File: src/hw/rtl/swts_pkg.sv
package swts_pkg;

  // time width, fixed by the time fields of both beats
  localparam int TIME_W = 48;
  localparam logic [TIME_W-1:0] TIME_MAX = {TIME_W{1'b1}};

  localparam int CH_FIELD_W  = 5;
  localparam int LEN_W       = 20;
  localparam int IDX_FIELD_W = 4;
  localparam int CFG_W       = 16;
  localparam int APB_DATA_W  = 32;
  localparam int APB_ADDR_W  = 3;

  // register select, taken from paddr[2]
  localparam logic REG_GUARD    = 1'b0;
  localparam logic REG_OVERHEAD = 1'b1;

  typedef struct packed {
    logic [TIME_W-1:0]     now_ticks;
    logic [CH_FIELD_W-1:0] channel;
    logic                  is_grant;
    logic [LEN_W-1:0]      frame_bits;
    logic [LEN_W-1:0]      round_trip_ticks;
  } swts_in_t;

  typedef struct packed {
    logic [TIME_W-1:0]      tx_time;
    logic [IDX_FIELD_W-1:0] tx_index;
    logic [IDX_FIELD_W-1:0] rx_index;
  } swts_out_t;

  // saturating add of two times
  function automatic logic [TIME_W-1:0] sat_add(input logic [TIME_W-1:0] a,
                                                input logic [TIME_W-1:0] b);
    logic [TIME_W:0] s;
    s = {1'b0, a} + {1'b0, b};
    return s[TIME_W] ? TIME_MAX : s[TIME_W-1:0];
  endfunction

  function automatic logic [TIME_W-1:0] max_time(input logic [TIME_W-1:0] a,
                                                 input logic [TIME_W-1:0] b);
    return (a > b) ? a : b;
  endfunction

endpackage

File: src/hw/rtl/sequential_wdm_tx_scheduler_unit.sv
// transmit scheduler for a wdm passive optical network, one frame per request
//
// input channel: in_valid / in_stall / in_data; one beat is one frame request
// (current time, channel, grant flag, frame length, round-trip time).
// result channel: out_valid / out_stall / out_data; one beat per request
// with the start time, the transmitter index and, for grants, the receiver.
// config: apb-style port, pready tied high, guard interval at byte 0, grant
// overhead at byte 4; the user writes it only while the block is idle, unenforced.
//
// timing: after acceptance a request passes the load state, the transmitter
// scan, for grants the receiver scan, then the transmitter, channel and, for
// grants, receiver term states, the end state and the write state. the
// free time scan runs serially through one comparator. in_stall is high from
// acceptance until the result is loaded, so no new beat is taken meanwhile.
// the result sits in an output register: a stalled result does not block
// the next request, only the loading of the one after it.
// reset: all free times read as zero (valid bits on the channel memory), the
// configuration registers and the scan counter clear to zero, no result pending.
module sequential_wdm_tx_scheduler_unit
  import swts_pkg::*;
#(
  parameter int NUM_CHANNELS = 32,
  parameter int NUM_TX       = 4,
  parameter int NUM_RX       = 4
) (
  input  logic                  clk,
  input  logic                  rst_n,
  input  logic                  in_valid,
  output logic                  in_stall,
  input  swts_in_t              in_data,
  output logic                  out_valid,
  input  logic                  out_stall,
  output swts_out_t             out_data,
  input  logic                  psel,
  input  logic                  penable,
  input  logic                  pwrite,
  input  logic [APB_ADDR_W-1:0] paddr,
  input  logic [APB_DATA_W-1:0] pwdata,
  output logic [APB_DATA_W-1:0] prdata,
  output logic                  pready
);

  localparam int CHW  = (NUM_CHANNELS > 1) ? $clog2(NUM_CHANNELS) : 1;
  localparam int TXW  = (NUM_TX > 1) ? $clog2(NUM_TX) : 1;
  localparam int RXW  = (NUM_RX > 1) ? $clog2(NUM_RX) : 1;
  localparam int CNTW = (TXW > RXW) ? TXW : RXW;

  typedef enum logic [3:0] {
    S_IDLE, S_LOAD, S_SCAN_TX, S_SCAN_RX, S_TX_TERM,
    S_CH_TERM, S_RX_TERM, S_END, S_WRITE
  } state_t;

  state_t state_r;

  // configuration registers
  logic [CFG_W-1:0] guard_r;
  logic [CFG_W-1:0] overhead_r;

  // latched request
  swts_in_t         req_r;
  logic             ch_ok_r;
  logic [CHW-1:0]   ch_idx;

  // running maximum of every current time seen; every stored free time is
  // read as no earlier than this
  logic [TIME_W-1:0] now_max_r;

  // free time stores
  logic [TIME_W-1:0] ch_mem [NUM_CHANNELS];
  logic [NUM_CHANNELS-1:0] ch_vld_r;
  logic [TIME_W-1:0] ch_rd_r;
  logic              ch_rd_vld_r;
  logic [TIME_W-1:0] tx_free_r [NUM_TX];
  logic [TIME_W-1:0] rx_free_r [NUM_RX];

  // scan and datapath registers
  logic [CNTW-1:0]   cnt_r;
  logic [TIME_W-1:0] tx_best_r;
  logic [TXW-1:0]    tx_idx_r;
  logic [TIME_W-1:0] rx_best_r;
  logic [RXW-1:0]    rx_idx_r;
  logic [TIME_W-1:0] t_r;
  logic [TIME_W-1:0] end_r;

  logic      out_valid_r;
  swts_out_t out_data_r;

  // ---------------------------------------------------------------------
  // apb configuration port
  // ---------------------------------------------------------------------
  logic cfg_wr;
  assign cfg_wr = psel && penable && pwrite && pready;
  assign pready = 1'b1;

  always_comb begin
    case (paddr[2])
      REG_GUARD:    prdata = {{(APB_DATA_W-CFG_W){1'b0}}, guard_r};
      REG_OVERHEAD: prdata = {{(APB_DATA_W-CFG_W){1'b0}}, overhead_r};
      default:      prdata = '0;
    endcase
  end

  // ---------------------------------------------------------------------
  // request decode
  // ---------------------------------------------------------------------
  logic          in_acc;
  logic [7:0]    ch_ext;
  logic [8:0]    num_ch_w;
  assign in_acc   = in_valid && !in_stall;
  assign in_stall = (state_r != S_IDLE);
  assign ch_ext   = {{(8-CH_FIELD_W){1'b0}}, req_r.channel};
  assign num_ch_w = 9'(NUM_CHANNELS);

  // ---------------------------------------------------------------------
  // shared scan comparator: picks the earliest free time, ties go to the
  // later index
  // ---------------------------------------------------------------------
  logic              scan_rx;
  logic [TIME_W-1:0] cand_raw;
  logic [TIME_W-1:0] cand;
  logic [TIME_W-1:0] best_cur;
  logic              take;
  logic              scan_last;

  assign scan_rx = (state_r == S_SCAN_RX);

  always_comb begin
    cand_raw  = scan_rx ? rx_free_r[cnt_r[RXW-1:0]] : tx_free_r[cnt_r[TXW-1:0]];
    cand      = max_time(cand_raw, now_max_r);
    best_cur  = scan_rx ? rx_best_r : tx_best_r;
    take      = (cnt_r == '0) || (cand <= best_cur);
    scan_last = scan_rx ? (cnt_r == CNTW'(NUM_RX - 1)) : (cnt_r == CNTW'(NUM_TX - 1));
  end

  // ---------------------------------------------------------------------
  // term arithmetic
  // ---------------------------------------------------------------------
  logic [TIME_W-1:0]   guard_t;
  logic [TIME_W-1:0]   ch_base;
  logic [TIME_W-1:0]   ch_term;
  logic [LEN_W:0]      rx_sub;
  logic signed [TIME_W+1:0] rx_diff;
  logic [TIME_W-1:0]   rx_term;
  logic                out_free;
  logic                ch_wr;

  always_comb begin
    guard_t = {{(TIME_W-CFG_W){1'b0}}, guard_r};
    ch_base = ch_ok_r ? max_time(ch_rd_vld_r ? ch_rd_r : '0, now_max_r) : req_r.now_ticks;
    ch_term = sat_add(ch_base, guard_t);
    // r + guard - (rtt + overhead), clamped to zero below and to the maximum above
    rx_sub  = {1'b0, req_r.round_trip_ticks} + (LEN_W+1)'(overhead_r);
    rx_diff = $signed({2'b00, rx_best_r}) + $signed({{(TIME_W-CFG_W+2){1'b0}}, guard_r})
            - $signed({{(TIME_W-LEN_W+1){1'b0}}, rx_sub});
    if (rx_diff[TIME_W+1]) begin
      rx_term = '0;
    end else if (rx_diff[TIME_W]) begin
      rx_term = TIME_MAX;
    end else begin
      rx_term = rx_diff[TIME_W-1:0];
    end
  end

  assign out_free = !out_valid_r || !out_stall;
  assign ch_wr    = (state_r == S_WRITE) && out_free && ch_ok_r;

  // ---------------------------------------------------------------------
  // channel free time memory
  // ---------------------------------------------------------------------
  always_ff @(posedge clk) begin
    if (ch_wr) begin
      ch_mem[ch_idx] <= end_r;
    end
    if (state_r == S_LOAD) begin
      ch_rd_r <= ch_mem[ch_idx];
    end
  end

  // ---------------------------------------------------------------------
  // sequencer
  // ---------------------------------------------------------------------
  always_ff @(posedge clk) begin
    if (!rst_n) begin
      state_r     <= S_IDLE;
      guard_r     <= '0;
      overhead_r  <= '0;
      now_max_r   <= '0;
      ch_vld_r    <= '0;
      cnt_r       <= '0;
      out_valid_r <= 1'b0;
      for (int i = 0; i < NUM_TX; i++) tx_free_r[i] <= '0;
      for (int i = 0; i < NUM_RX; i++) rx_free_r[i] <= '0;
    end else begin
      if (cfg_wr) begin
        case (paddr[2])
          REG_GUARD:    guard_r    <= pwdata[CFG_W-1:0];
          REG_OVERHEAD: overhead_r <= pwdata[CFG_W-1:0];
          default:      ;
        endcase
      end

      // a result taken while the next one loads is replaced in the write state
      if (out_valid_r && !out_stall && (state_r != S_WRITE)) begin
        out_valid_r <= 1'b0;
      end

      case (state_r)
        S_IDLE: begin
          if (in_acc) begin
            req_r   <= in_data;
            state_r <= S_LOAD;
          end
        end
        S_LOAD: begin
          ch_ok_r     <= {1'b0, ch_ext} < num_ch_w;
          ch_rd_vld_r <= ch_vld_r[ch_idx];
          now_max_r   <= max_time(now_max_r, req_r.now_ticks);
          cnt_r       <= '0;
          state_r     <= S_SCAN_TX;
        end
        S_SCAN_TX: begin
          if (take) begin
            tx_best_r <= cand;
            tx_idx_r  <= cnt_r[TXW-1:0];
          end
          if (scan_last) begin
            cnt_r   <= '0;
            state_r <= req_r.is_grant ? S_SCAN_RX : S_TX_TERM;
          end else begin
            cnt_r <= cnt_r + 1'b1;
          end
        end
        S_SCAN_RX: begin
          if (take) begin
            rx_best_r <= cand;
            rx_idx_r  <= cnt_r[RXW-1:0];
          end
          if (scan_last) begin
            cnt_r   <= '0;
            state_r <= S_TX_TERM;
          end else begin
            cnt_r <= cnt_r + 1'b1;
          end
        end
        S_TX_TERM: begin
          t_r     <= sat_add(tx_best_r, guard_t);
          state_r <= S_CH_TERM;
        end
        S_CH_TERM: begin
          t_r     <= max_time(t_r, ch_term);
          state_r <= req_r.is_grant ? S_RX_TERM : S_END;
        end
        S_RX_TERM: begin
          t_r     <= max_time(t_r, rx_term);
          state_r <= S_END;
        end
        S_END: begin
          end_r   <= sat_add(t_r, {{(TIME_W-LEN_W){1'b0}}, req_r.frame_bits});
          state_r <= S_WRITE;
        end
        S_WRITE: begin
          // hold here while an earlier result still waits downstream
          if (out_free) begin
            if (ch_ok_r) begin
              ch_vld_r[ch_idx] <= 1'b1;
            end
            tx_free_r[tx_idx_r] <= end_r;
            if (req_r.is_grant) begin
              rx_free_r[rx_idx_r] <=
                sat_add(end_r, {{(TIME_W-LEN_W){1'b0}}, req_r.round_trip_ticks});
            end
            out_data_r.tx_time  <= t_r;
            out_data_r.tx_index <= IDX_FIELD_W'(tx_idx_r);
            out_data_r.rx_index <= req_r.is_grant ? IDX_FIELD_W'(rx_idx_r) : '0;
            out_valid_r         <= 1'b1;
            state_r             <= S_IDLE;
          end
        end
        default: state_r <= S_IDLE;
      endcase
    end
  end

  assign out_valid = out_valid_r;
  assign out_data  = out_data_r;

  // channel memory address follows the latched request
  always_comb begin
    ch_idx = ch_ext[CHW-1:0];
  end

  // ---------------------------------------------------------------------
  // assertions
  // ---------------------------------------------------------------------
  a_tx_idx_range: assert property (@(posedge clk) disable iff (!rst_n)
    out_valid |-> ({1'b0, out_data.tx_index} < (IDX_FIELD_W+1)'(NUM_TX)))
    else $error("transmitter index out of range");

  a_rx_idx_data: assert property (@(posedge clk) disable iff (!rst_n)
    (state_r == S_WRITE && out_free && !req_r.is_grant) |=> (out_data.rx_index == '0))
    else $error("receiver index not zero for a data frame");

  a_start_not_early: assert property (@(posedge clk) disable iff (!rst_n)
    (state_r == S_WRITE) |-> (t_r >= req_r.now_ticks))
    else $error("start time before current time");

  a_busy_after_accept: assert property (@(posedge clk) disable iff (!rst_n)
    in_acc |=> (in_stall && !$rose(out_valid)))
    else $error("request accepted without a busy period");

endmodule
File: config.mk
export PLATFORM = sky130hd
export DESIGN_NAME = sequential_wdm_tx_scheduler_unit
export DESIGN_NICKNAME = d
export VERILOG_FILES = /design/src/hw/rtl/swts_pkg.sv /design/src/hw/rtl/sequential_wdm_tx_scheduler_unit.sv
export SDC_FILE = /design/constraint.sdc
export NUM_CORES = 2
export LEC_CHECK = 0
export BUFFER_PORTS_ARGS = -buffer_cell sky130_fd_sc_hd__buf_2
export CAP_MARGIN = 15
export CORE_MARGIN = 1
export CORE_UTILIZATION = 25
export CTS_BUF_LIST = sky130_fd_sc_hd__clkbuf_16
export DETAILED_ROUTE_END_ITERATION = 16
export GPL_ROUTABILITY_DRIVEN = 0
export PLACE_DENSITY = 0.46
export SETUP_SLACK_MARGIN = 0.05
export SYNTH_ARGS = -nofsm -noshare
export SYNTH_HDL_FRONTEND = slang
export SYNTH_SLANG_ARGS = --single-unit
File: constraint.sdc
create_clock -name clk -period 32.4 [get_ports clk]
set_clock_uncertainty 0.2 [all_clocks]
set_input_delay 4.86 -clock clk [delete_from_list [all_inputs] [get_ports clk]]
set_output_delay 4.86 -clock clk [all_outputs]
set_load 0.02 [all_outputs]
# == After elaboration in Yosys (flattened, before gate mapping) ==
# Memory sizes are Yosys's and may differ from the RTL's. A register that Yosys moved wholly into a read port is not among the register bits.
# Index checks and enable logic that the tools add are counted.
# totals
regBits,465
ram_bits,1920
inputBits,136
out_inout_bits,91
wordCells,149
memories,3
# mem_list
name,depth,word_bits,read_ports,rd_ports_with_merged_regs,wr,line_no,text
ch_mem,32,48,1,1,1,sequential_wdm_tx_scheduler_unit.sv:69,logic [TIME_W-1:0] ch_mem [NUM_CHANNELS];
rx_free_r,4,48,1,1,4,sequential_wdm_tx_scheduler_unit.sv:74,logic [TIME_W-1:0] rx_free_r [NUM_RX];
tx_free_r,4,48,1,1,4,sequential_wdm_tx_scheduler_unit.sv:73,logic [TIME_W-1:0] tx_free_r [NUM_TX];
# classes
add_sub_neg,8
order_cmp,9
eq_ne,16
mux,53
n_bitwise,3
reduce_logical,33
# ops
cell,n
$mux 48,15
$gt 48x48->1,5
$add 48x16->49,3
$pmux 48 s3,1
$add 48x20->49,2
$reduce_or 48->1,2
$pmux 32 s2,1
$sub 49x21->50,1
$le 48x48->1,1
$pmux 4 s9,1
$or 32x32->32,1
$add 20x16->21,1
$mux 1,20
$eq 4x3->1 const B,4
$mux 4,4
$reduce_and 3->1,5
$mux 2,7
$lt 5x6->1 const B,2
$ne 2x2->1 const B,5
$reduce_and 2->1,5
$eq 4x2->1 const B,2
$logic_and 1x1->1,8
$reduce_and 4->1,2
$bmux 1 s5,1
19 further kinds,23

# == Depth between registers and ports, before layout ==
# logic_depth
depth_word,9
depth_mapped,42
mapped_depth_nobuf,36

# == Least setup slack after synthesis ==
# No wires, ideal clock.
# synth_path
path_type,in2out
start,in paddr[2]
end,out prdata[10]
arrival_ns,5.939
required_ns,27.340
setup_slack_ns,21.401
stages,3
path_buffers,2
cell_sequence,clkbuf_1 > clkbuf_1 > mux2_2
# synth_between
elab_chain_len,2
# synth_rtl
item,line_no,text
start: declaration,sequential_wdm_tx_scheduler_unit.sv:37,"input logic [APB_ADDR_W-1:0] paddr,"
$not 1->1 (no line),-,
$pmux 32 s2 *,sequential_wdm_tx_scheduler_unit.sv:96,case (paddr[2])
end: declaration,sequential_wdm_tx_scheduler_unit.sv:39,"output logic [APB_DATA_W-1:0] prdata,"
# Every way passes the cells marked *; elsewhere a longest branch is shown, timed or not. The select of a mux whose other input is x is not followed.

# == Worst setup path in the final report ==
# layout_path
start,reg ch_rd_vld_r
end,reg t_r[45] (enable)
# layout_between
elab_chain_len,9
# layout_rtl
item,line_no,text
start: declaration,sequential_wdm_tx_scheduler_unit.sv:72,logic ch_rd_vld_r;
start signal: assignment,sequential_wdm_tx_scheduler_unit.sv:216,ch_rd_vld_r <= ch_vld_r[ch_idx];
$mux 48 *,sequential_wdm_tx_scheduler_unit.sv:149,"ch_base = ch_ok_r ? max_time(ch_rd_vld_r ? ch_rd_r : '0, now_max_r) : req_r.now_ticks;"
$gt 48x48->1,swts_pkg.sv:42,return (a > b) ? a : b;
$mux 48 *,swts_pkg.sv:42,
$mux 48 *,sequential_wdm_tx_scheduler_unit.sv:149,
$add 48x16->49 *,swts_pkg.sv:36,"s = {1'b0, a} + {1'b0, b};"
$mux 48 *,swts_pkg.sv:37,return s[TIME_W] ? TIME_MAX : s[TIME_W-1:0];
$gt 48x48->1 *,swts_pkg.sv:42,
$ne 2x2->1 (no line) *,-,
$reduce_and 4->1 (no line) *,-,
end signal: assignment,sequential_wdm_tx_scheduler_unit.sv:246,"t_r <= sat_add(tx_best_r, guard_t);"
end signal: assignment,sequential_wdm_tx_scheduler_unit.sv:250,"t_r <= max_time(t_r, ch_term);"
end signal: assignment,sequential_wdm_tx_scheduler_unit.sv:254,"t_r <= max_time(t_r, rx_term);"
end: declaration,sequential_wdm_tx_scheduler_unit.sv:82,logic [TIME_W-1:0] t_r;
# Every way passes the cells marked *; elsewhere a longest branch is shown, timed or not.
# A chain may end at the register's enable or synchronous reset.

==> qor.yml <==
power:
  cellPowerDensity_nw_per_um2: 69.8
  peakVddDrop_mv: 0.0512
  sequentialPowerShare_pct: 41.3
  p_clk_share_pct: 34.3
  p_switching_mw: 2.87
  leakagePower_nw: 43.9
  pwr-share-comb_pct: 24.4
  p_int_mw: 6.12
  fin_total_pwr_mw: 8.99
  swShare_pct: 31.9
clocking:
  path_clk_slew_ns: 0.06
  cts_hold_buf: 0
  clock_sinks: 2432
  post_cts_buffers: 0
  htreeDepth: 5
  root_buffer: "clkbuf_16"
  ctsResizeCount: 0
  cts_tree: "built"
  numCtsBuffers: 276
  clk_latency_ns: 0.92
  cts.path.max_buffers: 4
yosys:
  synth-edff-count: 2311
  yosysSeqAreaShare_pct: 64.5
  synth_async_sr_flop_share_pct: 0
  yosys_warnings: 0
  postSynthAreaPerCell_um2: 15.3
  syn_area_um2: 111000
  syn_inst: 7261
  synthFlopType: "edfxtp_1"
  synthTopCellsByCount: "edfxtp_1, mux4_2, nand2_1"
  synth_seq_cells: 2432
  yosys.area.top_type: "edfxtp_1"
  synthMuxAreaShare_pct: 12.0
  synth-simple-area-share_pct: 7.37
  synth_cell_types: 97
  netlist_top_cells_area: "edfxtp_1, mux4_2, ha_1"
  synth_top_family_by_area: "multiplexers"
  synth_adder_area_share_pct: 5.38
  synth_xor_area_share_pct: 1.34
  synth_compound_area_share_pct: 7.17
  post-synth-top-count-cell: "edfxtp_1"
  yosys.area.top_type_share_pct: 62.4
setup_path:
  cp.arrival_ns: 13.41
  reg2reg_to: "t_r[45]"
  crit_type: "register to register"
  cp_max_fo: 59
  r2r_start: "ch_rd_vld_r"
  crit_path_end_kind: "register"
  required_ns: 32.71
  cp_num_buf_inv: 5
  startpoint: "ch_rd_vld_r"
  cp_slowest_cell: "nor4b_4"
  critPathMaxStageDelay_ns: 0.86
  worstRegToRegCells: 38
  cp_top_family: "compound AO/OA/AOI/OAI gates"
  start_kind: "register"
  r2r_slack_ns: 19.30
route:
  drc: 0
  num_vias: 67900
  wirelength_mm: 389
  vias_per_cell: 4.96
  drtAntennaViolNets: 0
  drt_iter0_drc: 7173
  wl_per_cell_um: 28.4
  firstDrtPassIters: 8
layout:
  area_delta_synth_final_pct: 15.8
  fin_area_um2: 129000
  drive_above_1_share_pct: 19.2
  post-route-util_pct: 29.1
  nets: 8153
  n_fill_cell: 44200
global_routing:
  grt_pass1_wl_mm: 538
  gr-usage-met1_pct: 22.3
  grt_max_degree: 134
  grt.total_usage_pct: 17.0
  grt_pass1_vias: 68400
  grtUsageMet3_pct: 2.37
  antenna_found_initial: 45
  grtUsageMet2_pct: 28.7
  gr-total-overflow: 0
  gr-max-usage-layer: "met2"
sta:
  setup-tns-final_ns: 0
  worst_pin_slew_ns: 1.34
  fmax_ghz: 0.0763
  setup_viol: 0
  hold_viol_final: 0
  slew_headroom_pct: 10.4
  rsz0062_at_grt: "false"
  period_needed_ns: 13.10
  drv_slew: 0
  fin_crit_sh_pct: 40.4
floorplanning:
  core-area_um2: 442000
  initial_core_util_pct: 25.2
  rows: 244
  dieWidth_um: 669
  die_y_um: 669
  dieArea_um2: 448000
  ioPinCount: 227
hold_path:
  holdPathEnd: "ch_vld_r[6]"
  hold_class: "register to register"
  worstHoldStart: "ch_vld_r[6]"
  holdPathStages: 1
run:
  drv_cap: 0
run_status:
  status: "finished clean"
placement:
  numPortBuffers: 187
  dpl.hpwl_mm: 251
  placed_area_um2: 120000
cell families (layout without fill, tap and decap cells):
| group | Yosys count | after routing |
|---|---|---|
| muxes | 707 | 707 |
| buffers and inverters | 620 | 1118 |
| adders and majority gates | 457 | 457 |
| and+or+nand+nor | 1652 | 1652 |
| xor gates and xnor gates | 170 | 170 |
| DFF | 2432 | 2432 |
| other | 2 | 29 |
| AOI/OAI and AO/OA | 1221 | 1221 |
cell usage in the layout (no fill, tap or decap), types with 133 or more instances in the layout:
master     netlist  final
and2_1         203    201
nand2_1        443    435
a22oi_1        206    205
nand4_1        133    133
nor2_1         410    374
ha_1           421    421
a21oi_1        283    281
mux4_2         488    488
clkbuf_16        0    279
buf_4           22    188
buf_2           13    186
edfxtp_1      2311   2311
o21ai_0        248    248
inv_1          242    299
routing by layer:
metal | wire, um | vias to the layer above
met5 | 24 | -
met4 | 15600 | 4
met3 | 23000 | 552
met2 | 188000 | 2539
met1 | 163000 | 35700
li1 | - | 29000
worst max-delay path by stage:
stage | to | slack [ns] | cells past startpoint
finish | t_r[45] | 19.30 | 38
global route | t_r[47] | 18.79 | 38
CTS | t_r[45] | 19.77 | 38
detailed placement | t_r[45] | 19.88 | 38
global placement | t_r[45] | 19.89 | 38
floorplan | prdata[10] | 21.40 | 3
sequential cells by signal, summed over array words and instances, names as in the netlist, 4 cells and up, named ones only:
register	flops
state_r	4
rx_best_r	48
t_r	48
ch_rd_r	48
overhead_r	16
tx_free_r	192
now_max_r	48
rx_free_r	192
ch_idx	5
tx_best_r	48
req_r	89
end_r	48
ch_mem	1536
out_data	52
ch_vld_r	32
guard_r	16
final cells by class:
| class | instances | area, um^2 | area share (%) |
|---|---|---|---|
| Antenna cell | 8 | 20.0 | 0.0155 |
| Clock buffer | 279 | 6980 | 5.42 |
| Clock inverter | 217 | 1740 | 1.35 |
| Inverter | 243 | 912 | 0.708 |
| Multi-Input combinational cell | 4228 | 37500 | 29.1 |
| Sequential cell | 2432 | 71800 | 55.8 |
| Tap cell | 5904 | 7390 | 5.73 |
| Timing Repair Buffer | 379 | 2430 | 1.88 |
stage by stage:
step           hold slack [ns]  cells  setup slack (ns)
2_1_floorplan            0.224   7280             21.40
3_3_place_gp             0.241  13200             19.89
3_5_place_dp             0.248  13200             19.88
4_1_cts                  0.262  13700             19.77
5_1_grt                  0.274  13700             18.79
6_report                 0.261  13700             19.30
power by group through the flow:
stage	clock (mW)	combinational, mW	sequential [mW]
3_5_place_dp	0	2.18	3.78
3_3_place_gp	0	2.18	3.78
4_1_cts	3.15	2.20	3.72
2_1_floorplan	0	1.45	3.68
5_1_grt	3.26	2.38	3.72
6_report	3.08	2.19	3.72
No activity file was read; power rests on OpenSTA's default activity.
